File: src/spe_pkg.sv
// Package for the stop path evaluator: sizes, request codes and the
// control record passed from the front end to the accumulator.
// No dependencies.
package spe_pkg;

	localparam int VERTICES    = 64;
	localparam int WEIGHT_BITS = 16;
	localparam int VIDX_W      = 6;
	localparam int CFG_W       = 64;
	localparam int DEPTH       = VERTICES * VERTICES;
	localparam int ADDR_W      = $clog2(DEPTH);
	localparam int SUM_W       = 22;
	localparam int SUM_EXT_W   = ((SUM_W > WEIGHT_BITS) ? SUM_W : WEIGHT_BITS) + 1;
	localparam logic [SUM_W-1:0] SUM_MAX = {SUM_W{1'b1}};

	localparam logic REQ_WRITE = 1'b0;
	localparam logic REQ_PATH  = 1'b1;

	typedef struct packed {
		logic valid;
		logic first;
		logic stop;
		logic last;
		logic in_range;
	} path_ctl_t;

endpackage

File: src/spe_accum.sv
// Accumulator: sums edge weights read from the weight store, tracks the best
// segment and validity, and holds the result item in an output register.
// Uses spe_pkg.
module spe_accum import spe_pkg::*; (
	input  logic                   clk,
	input  logic                   arst_n,
	input  path_ctl_t              ctl_s1,
	input  logic [WEIGHT_BITS-1:0] rd_data,
	input  logic                   out_stall,
	output logic                   hold,
	output logic                   out_valid,
	output logic                   path_valid,
	output logic [SUM_W-1:0]       max_segment
);

	logic                 run_ok_q;
	logic                 start_stop_q;
	logic [SUM_W-1:0]     run_q;
	logic [SUM_W-1:0]     best_q;
	logic                 out_valid_q;
	logic                 commit;
	logic [WEIGHT_BITS-1:0] w;
	logic [SUM_EXT_W-1:0] sum;
	logic [SUM_W-1:0]     sum_sat;
	logic                 ok_nxt;
	logic                 start_nxt;
	logic [SUM_W-1:0]     run_nxt;
	logic [SUM_W-1:0]     best_nxt;

	assign hold   = ctl_s1.valid && ctl_s1.last && out_valid_q && out_stall;
	assign commit = ctl_s1.valid && !hold;

	assign w       = ctl_s1.in_range ? rd_data : '0;
	assign sum     = SUM_EXT_W'(run_q) + SUM_EXT_W'(w);
	assign sum_sat = (sum > SUM_EXT_W'(SUM_MAX)) ? SUM_MAX : SUM_W'(sum);

	always_comb begin
		if (ctl_s1.first) begin
			ok_nxt    = 1'b1;
			start_nxt = ctl_s1.stop;
			run_nxt   = '0;
			best_nxt  = '0;
		end else begin
			ok_nxt    = run_ok_q && (w != '0);
			start_nxt = start_stop_q;
			if (ctl_s1.stop) begin
				run_nxt  = '0;
				best_nxt = (sum_sat > best_q) ? sum_sat : best_q;
			end else begin
				run_nxt  = sum_sat;
				best_nxt = best_q;
			end
		end
	end

	always_ff @(posedge clk or negedge arst_n) begin
		if (!arst_n) begin
			run_ok_q     <= 1'b1;
			start_stop_q <= 1'b0;
			run_q        <= '0;
			best_q       <= '0;
			out_valid_q  <= 1'b0;
		end else begin
			if (commit && ctl_s1.last) begin
				out_valid_q <= 1'b1;
			end else if (out_valid_q && !out_stall) begin
				out_valid_q <= 1'b0;
			end
			if (commit) begin
				if (ctl_s1.last) begin
					run_ok_q     <= 1'b1;
					start_stop_q <= 1'b0;
					run_q        <= '0;
					best_q       <= '0;
				end else begin
					run_ok_q     <= ok_nxt;
					start_stop_q <= start_nxt;
					run_q        <= run_nxt;
					best_q       <= best_nxt;
				end
			end
		end
	end

	always_ff @(posedge clk) begin
		if (commit && ctl_s1.last) begin
			path_valid  <= ok_nxt && start_nxt && ctl_s1.stop;
			max_segment <= best_nxt;
		end
	end

	assign out_valid = out_valid_q;

endmodule

File: config.mk
export PLATFORM = sky130hd
export DESIGN_NAME = spe_accum
export DESIGN_NICKNAME = d
export VERILOG_FILES = /design/src/spe_pkg.sv /design/src/spe_accum.sv
export SDC_FILE = /design/constraint.sdc
export NUM_CORES = 1
export LEC_CHECK = 0
export BUFFER_PORTS_ARGS = -buffer_cell sky130_fd_sc_hd__buf_2
export CAP_MARGIN = 20
export CORE_ASPECT_RATIO = 1.5
export CORE_MARGIN = 3
export CORE_UTILIZATION = 35
export DETAILED_ROUTE_END_ITERATION = 10
export GPL_TIMING_DRIVEN = 1
export SYNTH_ARGS = -nofsm -noshare
export SYNTH_HDL_FRONTEND = slang
export SYNTH_SLANG_ARGS = --single-unit
export TNS_END_PERCENT = 10
File: constraint.sdc
create_clock -name clk -period 8.3 [get_ports clk]
set_input_delay 1.66 -clock clk [delete_from_list [all_inputs] [get_ports clk]]
set_output_delay 1.66 -clock clk [all_outputs]
set_load 0.02 [all_outputs]
==> run summary <==
Global-route wire length before repair = 19760 um
Logic gate share of total power = 0.164
# Post-CTS Setup Buffers = 0
Synthesized instance count = 475
Clock sinks = 70
Worst-path fanout max = 22
Initial antenna violation count = 0
Synthesized Nets = 538
Min cycle time layout = 6.367 ns
Most used cell, CP = a21o_1
Detailed Place HPWL = 9190 um
Remaining antenna violation count after routing = 0
Leakage power = 2.436 nW
CTS tree = done
Die Y = 145.5 um
Outcome = completed
GRT Util Overall = 0.1732
Synth Cell Area = 0.004541 mm^2
Die width = 99 um
Yosys top cell area share = 0.2535
Most frequent cells in the layout = buf_2 (49), dfrtp_1 (46), inv_1 (42)
TritonCTS Buffers = 9
Clk_lat worst skew = 0.33 ns
Clk network pwr share = 0.448
Final Non-Filler Cells = 682
Root Buffer = clkbuf_16
Most common cell after layout, fill and taps aside = buf_2
Slew headroom = 0.4544
Footprint of the multi-input gates = 0.002439 mm^2
Average cell area after synthesis = 9.559 um^2
DR WL/cell = 17.83 um
Ant. Diodes = 0
Worst-path clk slew = 0.06 ns
Largest area contributor in the netlist = dfrtp_1
Finished Core Util = 0.4197
Worst-Margin Slew = 0.8164 ns
Peak supply drop = 0.06942 mV
Yosys Warn Count = 0
Post-cts sizing count = 0
Core Area = 0.01257 mm^2
Largest net degree at the start of global routing = 48
Layout fillers = 1239
Net Switching = 266.8 uW
CP Cell Sequence = buf_2, and2_1, ha_1, fa_1, a211oi_2, o211ai_2, a41oi_4, o22ai_4, or4_4, o21ai_2, inv_2, ha_1, a21o_1, a21o_1, a21oi_1, nand2_1, o21ai_2, a21o_1, a22o_1
Iter 0 DRT Violations = 224
Die Area = 0.01440 mm^2
Synth area leaders = dfrtp_1 (25%), edfxtp_1 (15%), ha_1 (10%), a22o_1 (4.2%), a211oi_1 (3.6%)
Seq. cell area = 0.001868 mm^2
Final WL = 12160 um
Internal Power = 710.9 uW
WP data required = 8.57 ns
Standard-cell rows = 50
Switching Fraction = 0.2729
Sequential share of power = 0.388
Final Skew = 0.005071 ns
Setup Crit Path Kind = input pin to flop
H-tree level count = 3
# hold bufs at CTS = 0
Share of layout cells above drive strength 1 = 0.1616
EDFF count, synth = 23
CP arrival = 6.63 ns
Pre-antenna DRT Iters = 5
Vias in the first global route = 3860
DRC violations left = 0
Synth Register Bits = 70
Slowest cell on the critical path = a21o_1
Area growth from synthesis to layout = 16.23%
Worst setup SP type = input pin
Slew Limit Fails = 0
Routability cong. = 0.9110
Crit-path max cell delay = 0.71 ns
Final net count = 584
Sum Neg Setup Slack = 0 ns
Pwr Density = 185.3 mW/mm^2
Via count = 3851
Post-synth ARST share = 0.6714
Register area share after synthesis = 0.4114
Fin. Hold Viols = 0
Vias per cell = 5.647
Initial core utilization = 0.3611
RSZ-0062 raised after global routing = false
Hold Slack = 0.4874 ns
Max Clk Rate = 0.1571 GHz
CP endpoint kind = flop
PortBufs = 48
Global route total overflow = 0
Hold Path Class = flop to flop
# setup viols final = 0
Final Cycle Share = 0.7671
Io pins = 49
Main synth FF type = dfrtp_1
CTS max path bufs = 2
Max Cap Viol = 0
Synth unique cells = 58
Total Power = 977.7 uW
Inst Count DP = 666
==> state kept, by name, indices dropped and copies added (netlist names) <==
register and cells:
best_q 22, max_segment 22, out_valid 1, path_valid 1, run_ok_q 1, run_q 22, start_stop_q 1
==> metrics by stage <==
step           setup slack (ns)  cell area (um^2)
4_1_cts                   1.946              5278
2_1_floorplan             2.316              4541
6_report                  1.933              5278
3_3_place_gp              1.709              4933
5_1_grt                   1.605              5278
3_5_place_dp              1.607              4938
==> cells in the mapped netlist (all sizes together), types with 3 or more instances <==
cell type / number
a41oi: 3
and4: 3
o211ai: 3
xnor2: 8
a22o: 22
a21o: 16
o21a: 4
o21ai: 31
o22ai: 4
buf: 7
o2bb2ai: 5
nand3: 6
and2: 21
a211oi: 23
ha: 38
a31oi: 5
nand2: 40
a311oi: 3
clkbuf: 11
and3: 7
nand4: 4
nor2b: 3
edfxtp: 23
inv: 43
dfrtp: 46
nor4: 5
a21oi: 25
nor2: 38
xor2: 5
==> critical path: cells and delay by family <==
kind | cells | cell delay, ns
AO/OA/AOI/OAI | 11 | 2.97
adder cells (fa/ha/maj) | 3 | 0.96
buffers and inverters | 2 | 0.23
AND/OR/NAND/NOR | 3 | 0.81
==> layer usage <==
metal	track usage	part of all wire	routed length, um
met1	0.2101	0.41	4947
met2	0.2867	0.51	6190
met3	0.02830	0.040	491
met4	0.09979	0.044	532
met5	0	0	0
==> final timing paths <==
path,startpoint,depth (start not counted),end,slack [ns]
worst max register to register,run_q[0],17,best_q[9],3.17
min in group asynchronous,arst_n,2,best_q[21],1.41
worst max-delay path,ctl_s1[0],19,best_q[9],1.93
max in group asynchronous,arst_n,2,best_q[8],6.46
worst min-delay path,run_q[9],2,run_q[9],0.49
worst min register to register,run_q[9],2,run_q[9],0.49
==> cell type report <==
class | count | area share
clock inverters | 6 | 0.01683
repair buffers | 53 | 0.05216
clock buffers | 10 | 0.04742
flip-flops and latches | 70 | 0.3540
inverters | 43 | 0.03058
well taps | 156 | 0.03698
multi-input cells | 344 | 0.4621
==> power groups by stage <==
stage,clock network [mW],registers [mW],logic [mW]
after CTS,0.443,0.379,0.162
after global placement,0,0.385,0.159
after floorplan,0,0.393,0.103
final,0.438,0.379,0.160
after global routing,0.457,0.381,0.180
after detailed placement,0,0.386,0.161
==> cell families (layout without fill, tap and decap cells) <==
| family | count (synthesis) | after routing | synth area share |
|---|---|---|---|
| buf+inv | 61 | 112 | 0.05235 |
| xor+xnor | 13 | 13 | 0.02508 |
| mux | 1 | 1 | 0.002205 |
| simple gates | 134 | 134 | 0.1433 |
| fa+ha+maj | 39 | 39 | 0.1091 |
| compound gates | 157 | 157 | 0.2565 |
| flops | 70 | 70 | 0.4114 |
Power figures use the tool's default switching activity.
