### config.mk
export PLATFORM = sky130hd
export DESIGN_NAME = spe_front
export DESIGN_NICKNAME = d
export VERILOG_FILES = /design/src/spe_pkg.sv /design/src/spe_front.sv
export SDC_FILE = /design/constraint.sdc
export NUM_CORES = 1
export LEC_CHECK = 0
export BUFFER_PORTS_ARGS = -buffer_cell sky130_fd_sc_hd__buf_2
export CAP_MARGIN = 10
export CORE_MARGIN = 3
export CORE_UTILIZATION = 34
export CTS_CLUSTER_SIZE = 40
export DETAILED_ROUTE_END_ITERATION = 8
export PLACE_DENSITY = 0.81
export SYNTH_ARGS = -nofsm -noshare
export SYNTH_HDL_FRONTEND = slang
export SYNTH_SLANG_ARGS = --single-unit
### constraint.sdc
create_clock -name clk -period 1 [get_ports clk]
set_clock_uncertainty 0.2 [all_clocks]
set_input_delay 0.05 -clock clk [delete_from_list [all_inputs] [get_ports clk]]
set_output_delay 0.05 -clock clk [all_outputs]
set_load 0.1 [all_outputs]
### src/spe_pkg.sv
// Package for the stop path evaluator: sizes, request codes and the
// control record passed from the front end to the accumulator.
// No dependencies.
package spe_pkg;

	localparam int VERTICES    = 64;
	localparam int WEIGHT_BITS = 16;
	localparam int VIDX_W      = 6;
	localparam int CFG_W       = 64;
	localparam int DEPTH       = VERTICES * VERTICES;
	localparam int ADDR_W      = $clog2(DEPTH);
	localparam int SUM_W       = 22;
	localparam int SUM_EXT_W   = ((SUM_W > WEIGHT_BITS) ? SUM_W : WEIGHT_BITS) + 1;
	localparam logic [SUM_W-1:0] SUM_MAX = {SUM_W{1'b1}};

	localparam logic REQ_WRITE = 1'b0;
	localparam logic REQ_PATH  = 1'b1;

	typedef struct packed {
		logic valid;
		logic first;
		logic stop;
		logic last;
		logic in_range;
	} path_ctl_t;

endpackage

### src/spe_front.sv
// Front end: accepts items, forms weight store addresses, tracks the previous
// path vertex and registers the per-vertex control. Uses spe_pkg.
module spe_front import spe_pkg::*; (
	input  logic                   clk,
	input  logic                   arst_n,
	input  logic                   in_valid,
	input  logic                   in_stall,
	input  logic                   req_type,
	input  logic [VIDX_W-1:0]      row_index,
	input  logic [VIDX_W-1:0]      col_index,
	input  logic [15:0]            edge_weight,
	input  logic [VIDX_W-1:0]      path_vertex,
	input  logic                   last_vertex,
	input  logic [CFG_W-1:0]       stop_mask_q,
	output logic                   wr_en,
	output logic [ADDR_W-1:0]      wr_addr,
	output logic [WEIGHT_BITS-1:0] wr_data,
	output logic                   rd_en,
	output logic [ADDR_W-1:0]      rd_addr,
	output path_ctl_t              ctl_s1
);

	logic              accept;
	logic              accept_path;
	logic              in_path_q;
	logic [VIDX_W-1:0] prev_q;
	logic              wr_in_range;
	logic              rd_in_range;
	logic              v_in_range;
	logic              stop;

	assign accept      = in_valid && !in_stall;
	assign accept_path = accept && (req_type == REQ_PATH);

	assign wr_in_range = (32'(row_index) < 32'(VERTICES)) && (32'(col_index) < 32'(VERTICES));
	assign v_in_range  = 32'(path_vertex) < 32'(VERTICES);
	assign rd_in_range = (32'(prev_q) < 32'(VERTICES)) && v_in_range;
	assign stop        = v_in_range && stop_mask_q[path_vertex];

	assign wr_en   = accept && (req_type == REQ_WRITE) && wr_in_range;
	assign wr_addr = ADDR_W'(row_index) * ADDR_W'(VERTICES) + ADDR_W'(col_index);
	assign wr_data = WEIGHT_BITS'(edge_weight);
	assign rd_en   = accept_path && in_path_q && rd_in_range;
	assign rd_addr = ADDR_W'(prev_q) * ADDR_W'(VERTICES) + ADDR_W'(path_vertex);

	always_ff @(posedge clk or negedge arst_n) begin
		if (!arst_n) begin
			in_path_q <= 1'b0;
			prev_q    <= '0;
			ctl_s1    <= '0;
		end else if (!in_stall) begin
			ctl_s1.valid <= accept_path;
			if (accept_path) begin
				in_path_q       <= !last_vertex;
				prev_q          <= path_vertex;
				ctl_s1.first    <= !in_path_q;
				ctl_s1.stop     <= stop;
				ctl_s1.last     <= last_vertex;
				ctl_s1.in_range <= rd_in_range;
			end
		end
	end

endmodule

==> summary.md, run 1 <==
| Metric | Value |
|---|---|
| Max-cap violations | 0 |
| Final Instance Area | 0.00214 sq mm |
| Adder-Cell Fraction of Synth Area | 0% |
| Die extent in x | 68.1 um |
| Full die area | 0.00463 sq mm |
| Placed Cells | 239 |
| Top cells by count, synth | 34 x buf_4, 24 x nand2_1, 12 x dfrtp_1, 11 x mux2i_1, 10 x mux4_2 |
| Slew headroom | 81.9% |
| Syn nets | 230 |
| Mean routed wirelength per cell | 15.9 um |
| Internal | 1640 uW |
| Post-synth EDFFs | 0 |
| Fillers | 288 |
| Fin crit period | 1.27 ns |
| # DRC | 0 |
| Total global-route track usage | 17.8% |
| Status | finished, violations left |
| Gate Count Post-Synth | 126 |
| Crit path DAT | 1.18 ns |
| Final hold vios | 32 |
| Ant diodes | 0 |
| # nets final | 308 |
| Vias per Instance | 5.06 |
| Top-area cell type share of the netlist area | 22.9% |
| Largest family of logic cells by synthesized area | multiplexers |
| # hold bufs at CTS | 2 |
| Crit share post-route | 127% |
| Unrepaired setup endpoints after global routing | true |
| CP required | 0.92 ns |
| Layout cells sized above 1 | 70.4% |
| Via count | 1259 |
| Initial Util | 37.2% |
| H-tree levels | 1 |
| 1st-pass router iterations | 4 |
| Area of the multi-input gates | 703 sq um |
| CP endpoint kind | flip-flop |
| Compound-Gate Fraction of Synth Area | 1.53% |
| Port Buffers | 94 |
| Simple-Gate Fraction of Synth Area | 14.6% |
| Setup violations, final | 14 |
| Vias in the first global route | 1336 |
| Mux share of post-synthesis cell area | 36.5% |
| Core Rows | 21 |
| PnR worst setup slack | -0.267 ns |
| Seq/Total Area, Yosys | 22.9% |
| P&R area growth vs syn | 63.3% |
| Area contributors post-synth | dfrtp_1 23%, buf_4 19%, mux4_2 17% |
| PwrDens | 1300 mW/mm^2 |
| Dpl ws | -0.664 ns |
| Unique masters post-synth | 22 |
| Detail Route Antenna Nets | 0 |
| Reg power frac | 24.0% |
| IO Count | 151 |
| Final WL | 3.95 mm |
| Gate power share | 57.1% |
| Worst min-delay path class | in -> out |
| Ys flop type | dfrtp_1 |
| First-pass GRT wire length | 6.07 mm |
| Clock power share | 18.9% |
| Later-pin clock latency in the skew report | 0.24 ns |
| Worst setup path class | in -> reg |
| Mapped Area | 0.00131 sq mm |
| Grt total ovfl | 0 |
| Clock Sinks | 12 |
| Dpl hpwl | 3.41 mm |
| Synth Warn # | 0 |
| Count leader, synth | buf_4 |
| Crit-path max FO | 7 |
| Switching power | 1140 uW |
| Synthesized flop and latch total | 12 |
| Fmax | 789 MHz |
| Instance area at placement | 0.00199 sq mm |
| Initial DRC Count | 27 |
| Slew @ Worst Pin | 0.271 ns |
| Clk Tree Root Cell | clkbuf_8 |
| CTS tree | built |
| Final Non-Filler Cells | 249 |
| Syn Area/Cell | 10.4 sq um |
| Initial antenna violation count | 0 |
| Pin count of the biggest net entering global routing | 15 |
| Async SR Flop Fraction | 100% |
| TritonCTS Buffers | 3 |
| Static Leak | 0.00106 uW |
| Hold slack final | -0.100 ns |
| Pins Over Slew Limit | 0 |
| Register Area | 338 sq um |
| Core ar. | 0.00352 sq mm |
| GP Congestion | 0.787 |
| Startpoint Class | input pin |
| Maximum VDD drop | 0.456 mV |
| Chip Height | 68.1 um |
| CTS clk-pin slew, worst paths | 0.05 ns |
| Net Sw Frac | 41.1% |
| Failing checks | hold timing, setup timing |
| Xor/xnor cell area share of the yosys netlist | 0% |
| Clock Tree Buf Depth | 2 |
| Leading area contributor after synthesis | dfrtp_1 |
## critical path: stages
cell and delay, ns:
buf_12 0.11, buf_12 0.12, mux4_2 0.50, mux2i_1 0.15, nand3b_1 0.08, nand4_1 0.10
nand4_1 0.07
## power by group through the flow
| stage | Clock, uW | Sequential (uW) | Combinational (uW) |
|---|---|---|---|
| finish | 526 | 668 | 1590 |
| detailed placement | 0 | 680 | 1530 |
| CTS | 545 | 669 | 1590 |
| floorplan | 0 | 1140 | 953 |
| global placement | 0 | 676 | 1500 |
| global route | 591 | 675 | 1660 |
## what timing repair did
action / 4_1_cts / 5_1_grt
hold endpoints to repair: 46 / 31
pin swaps: 3 / 2
gates cloned: 1 / 0
resized for setup: 8 / 4
setup buffers: 3 / 0
setup endpoints to repair: 13 / 15
## cells in the final DEF, fill, tap and decap left out, types with 2 or more instances in the layout
| cell type | count |
|---|---|
| a21oi_1 | 3 |
| buf_12 | 22 |
| buf_2 | 74 |
| buf_4 | 14 |
| buf_6 | 2 |
| clkbuf_8 | 4 |
| dfrtp_1 | 2 |
| dfrtp_4 | 10 |
| dlygate4sd3_1 | 2 |
| mux2i_1 | 11 |
| mux4_1 | 3 |
| mux4_2 | 12 |
| nand2_1 | 24 |
| nand2b_1 | 2 |
| nand3_1 | 3 |
| nand3b_1 | 2 |
| nand4_1 | 2 |
| nor2_1 | 3 |
## logic make-up (layout without fill, tap and decap cells)
family                 after synthesis  count (layout)
buffers and inverters               42             119
AOI/OAI and AO/OA                    4               4
DFF                                 12              12
and+or+nand+nor                     41              41
muxes                               27              27
## registers in the layout, indices dropped and copies added (netlist names)
name	flops
prev_q	6
ctl_s1	5
in_path_q	1
## worst paths after layout
path / start / endpoint / depth (start not counted) / slack (ns)
worst min-delay path: row_index[5] / wr_addr[11] / 0 / -0.1
worst min register to register: prev_q[2]$_DFFE_PN0P_ / prev_q[2]$_DFFE_PN0P_ / 2 / 0.36
max in group asynchronous: arst_n / prev_q[5]$_DFFE_PN0P_ / 2 / 0.33
min in group asynchronous: arst_n / ctl_s1[0]$_DFFE_PN0P_ / 2 / 0.03
worst max register to register: ctl_s1[2]$_DFFE_PN0P_ / ctl_s1[2]$_DFFE_PN0P_ / 3 / -0.07
worst max-delay path: path_vertex[0] / ctl_s1[2]$_DFFE_PN0P_ / 7 / -0.27
## metal layers
metal	share of wire (%)	track usage [%]	vias up
met5	0	0	-
met4	3.1	8.93	0
met3	9.6	4.27	16
met2	55	33.5	91
met1	32	18.1	583
li1	-	-	569
## per-stage QoR
| step | power [uW] | TNS (ns) | utilization (%) | hold slack, ns |
|---|---|---|---|---|
| after floorplan | 2100 | -1.38 | - | -0.446 |
| after global placement | 2180 | -1.28 | 56.4 | -0.267 |
| after detailed placement | 2210 | -1.39 | 56.4 | -0.257 |
| after CTS | 2810 | -2.23 | 60.5 | -0.0993 |
| after global routing | 2920 | -2.55 | 60.8 | -0.0997 |
| final | 2780 | -2.10 | 60.8 | -0.100 |
## final cells by class
| class | instances | area share, % |
|---|---|---|
| sequential | 12 | 15.8 |
| timing repair buffer | 115 | 46.1 |
| tap | 46 | 2.69 |
| clock buffer | 4 | 2.57 |
| multi-input combinational | 72 | 32.9 |
Note: power is estimated with default switching activity, not from simulation.
==> inputs of run 2 (changes only) <==
CAP_MARGIN = 25   (was 10)
clock period = 1.2 ns   (was 1 ns; I/O delays follow)
==> run 2 against run 1 <==
The run still ends with hold timing, setup timing left. Global-route usage fell by 0.97 points. Total power decreased by 22%. Final cell count decreased by 1.2%. Via count decreased by 4.5%. Final area fell by 2.9%. Sequential cell count unchanged. Worst setup slack better by 0.15 ns. Clock-buffer cell count down 1. First-iteration DRC count decreased by 19%. Register-to-register slack improved by 0.24 ns. Critical path depth did not move. Routed wire length shrank 3.6%. Critical endpoint unchanged. Largest power group unchanged.
==> summary.md, run 2 (same netlist as run 1, synthesis figures left out) <==
| Metric | Value |
|---|---|
| Status | finished, violations left |
| Failing checks | hold timing, setup timing |
| Area of the multi-input gates | 696 sq um |
| Max reg flops | 6 |
| Port Buffers | 94 |
| Vias in the first global route | 1311 |
| Critical Path Max Stage Delay | 0.48 ns |
| Worst R2R Path Depth | 2 |
| Total global-route track usage | 16.9% |
| # hold bufs at CTS | 7 |
| Die extent in x | 68.1 um |
| P&R area growth vs syn | 58.6% |
| Slew headroom | 81.3% |
| R2R Path End | ctl_s1[2]$_DFFE_PN0P_ |
| CP endpoint kind | flip-flop |
| Grt total ovfl | 0 |
| Chip Height | 68.1 um |
| Full die area | 0.00463 sq mm |
| Pin count of the biggest net entering global routing | 16 |
| Commonest non-fill, non-tap cells in the layout | 74 x buf_2, 24 x nand2_1, 21 x buf_12 |
| Crit path DAT | 1.22 ns |
| Unrepaired setup endpoints after global routing | true |
| Top reg by flops | prev_q |
| Detail Route Antenna Nets | 0 |
| Clock Tree Buf Depth | 2 |
| H-tree levels | 1 |
| R2r startpoint | ctl_s1[2]$_DFFE_PN0P_ |
| Worst-path cell chain | buf_12 -> buf_6 -> mux4_2 -> mux2i_1 -> nor4_1 -> a21oi_1 -> nand4_1 |
| Max-cap violations | 0 |
| 1st-pass router iterations | 4 |
| Maximum VDD drop | 0.432 mV |
| Core ar. | 0.00352 sq mm |
| R2R Setup Slk | 0.17 ns |
| Ant diodes | 0 |
| Startpoint Class | input pin |
| Mean routed wirelength per cell | 15.5 um |
| Static Leak | 0.00102 uW |
| Pins Over Slew Limit | 0 |
| Worst min-delay path class | in -> out |
| Most common cell after layout, fill and taps aside | buf_2 |
| IO Count | 151 |
| Via count | 1202 |
| Slew @ Worst Pin | 0.281 ns |
| Grt met1 use | 19.5% |
| Initial antenna violation count | 0 |
| Clock Sinks | 12 |
| Register Area | 313 sq um |
| PwrDens | 1040 mW/mm^2 |
| Met3 Usage GRT | 3.45% |
| Worst path slowest cell | mux4_2 |
| Dpl ws | -0.457 ns |
| Setup TNS Final | -0.113 ns |
| Core Rows | 21 |
| GP Congestion | 0.719 |
| Clk Tree Root Cell | clkbuf_8 |
| First-pass GRT wire length | 5.88 mm |
| Layout cells sized above 1 | 67.0% |
| Setup crit end | ctl_s1[2]$_DFFE_PN0P_ |
| PnR worst setup slack | -0.113 ns |
| CTS tree | built |
| Crit share post-route | 109% |
| CTS clk-pin slew, worst paths | 0.05 ns |
| Final WL | 3.81 mm |
| Setup violations, final | 1 |
| Worst setup path class | in -> reg |
| Vias per Instance | 4.89 |
| Initial Util | 37.2% |
| Gr busiest metal | met2 |
| Later-pin clock latency in the skew report | 0.23 ns |
| GRT met2 Usage | 30.4% |
| CP required | 1.10 ns |
| Initial DRC Count | 22 |
| # nets final | 306 |
| Final hold vios | 28 |
| Hold slack final | -0.0800 ns |
| Dpl hpwl | 3.25 mm |
| Top Registers | prev_q x6, ctl_s1 x5, in_path_q x1 |
| # DRC | 0 |
| Fillers | 321 |
| Fin crit period | 1.31 ns |
| Crit-path max FO | 3 |
| TritonCTS Buffers | 3 |
| Fmax | 762 MHz |
| Crit path from | path_vertex[0] |
==> run 2: area by class of cell <==
type | instances | share of cell area [%]
Clock buffer | 3 | 1.99
Multi-Input combinational cell | 72 | 33.5
Sequential cell | 12 | 15.1
Tap cell | 46 | 2.77
Timing Repair Buffer | 113 | 46.7
==> run 2: worst max-delay path, delay by kind of cell <==
family | cells | cell delay (ns)
AOI/OAI and AO/OA | 1 | 0.16
buffers and inverters | 2 | 0.19
muxes | 2 | 0.63
and+or+nand+nor | 2 | 0.16
==> run 2: layer usage <==
metal | vias up | share of wire [%]
met5 | - | 0
met4 | 0 | 1.3
met3 | 6 | 8.7
met2 | 84 | 52
met1 | 545 | 38
li1 | 567 | -
==> run 2: where the power goes <==
part / switching (uW) / leakage, uW / total, uW / internal (uW)
combinational: 731 / 0.000866 / 1280 / 547
clock: 124 / 0.0000216 / 343 / 219
sequential: 64.6 / 0.000134 / 541 / 477
==> run 2: stage by stage <==
stage	hold WS [ns]	instances	instance area [sq um]	util (%)	power, uW
after global routing	-0.0797	246	2080	59.0	2280
final	-0.0800	246	2080	59.0	2160
after floorplan	-0.436	126	1340	-	1720
after CTS	-0.0793	246	2080	59.0	2190
after global placement	-0.256	234	1920	54.4	1770
after detailed placement	-0.245	234	1920	54.4	1790
==> run 2: what timing repair did <==
item	4_1_cts	5_1_grt
buffers inserted	1	0
hold endpoints to repair	47	28
pin swaps	3	0
gates cloned	1	0
resized for setup	9	0
setup endpoints to repair	1	2
==> run 2: how the worst min path moves through the flow <==
| stage | startpoint | end | slack, ns | cells past startpoint |
|---|---|---|---|---|
| final | edge_weight[1] | wr_data[1] | -0.08 | 0 |
| after global routing | edge_weight[15] | wr_data[15] | -0.08 | 0 |
| after CTS | edge_weight[10] | wr_data[10] | -0.08 | 0 |
| after detailed placement | arst_n | in_path_q$_DFFE_PN0P_ | -0.25 | 1 |
| after global placement | arst_n | in_path_q$_DFFE_PN0P_ | -0.26 | 1 |
| after floorplan | arst_n | ctl_s1[0]$_DFFE_PN0P_ | -0.44 | 0 |
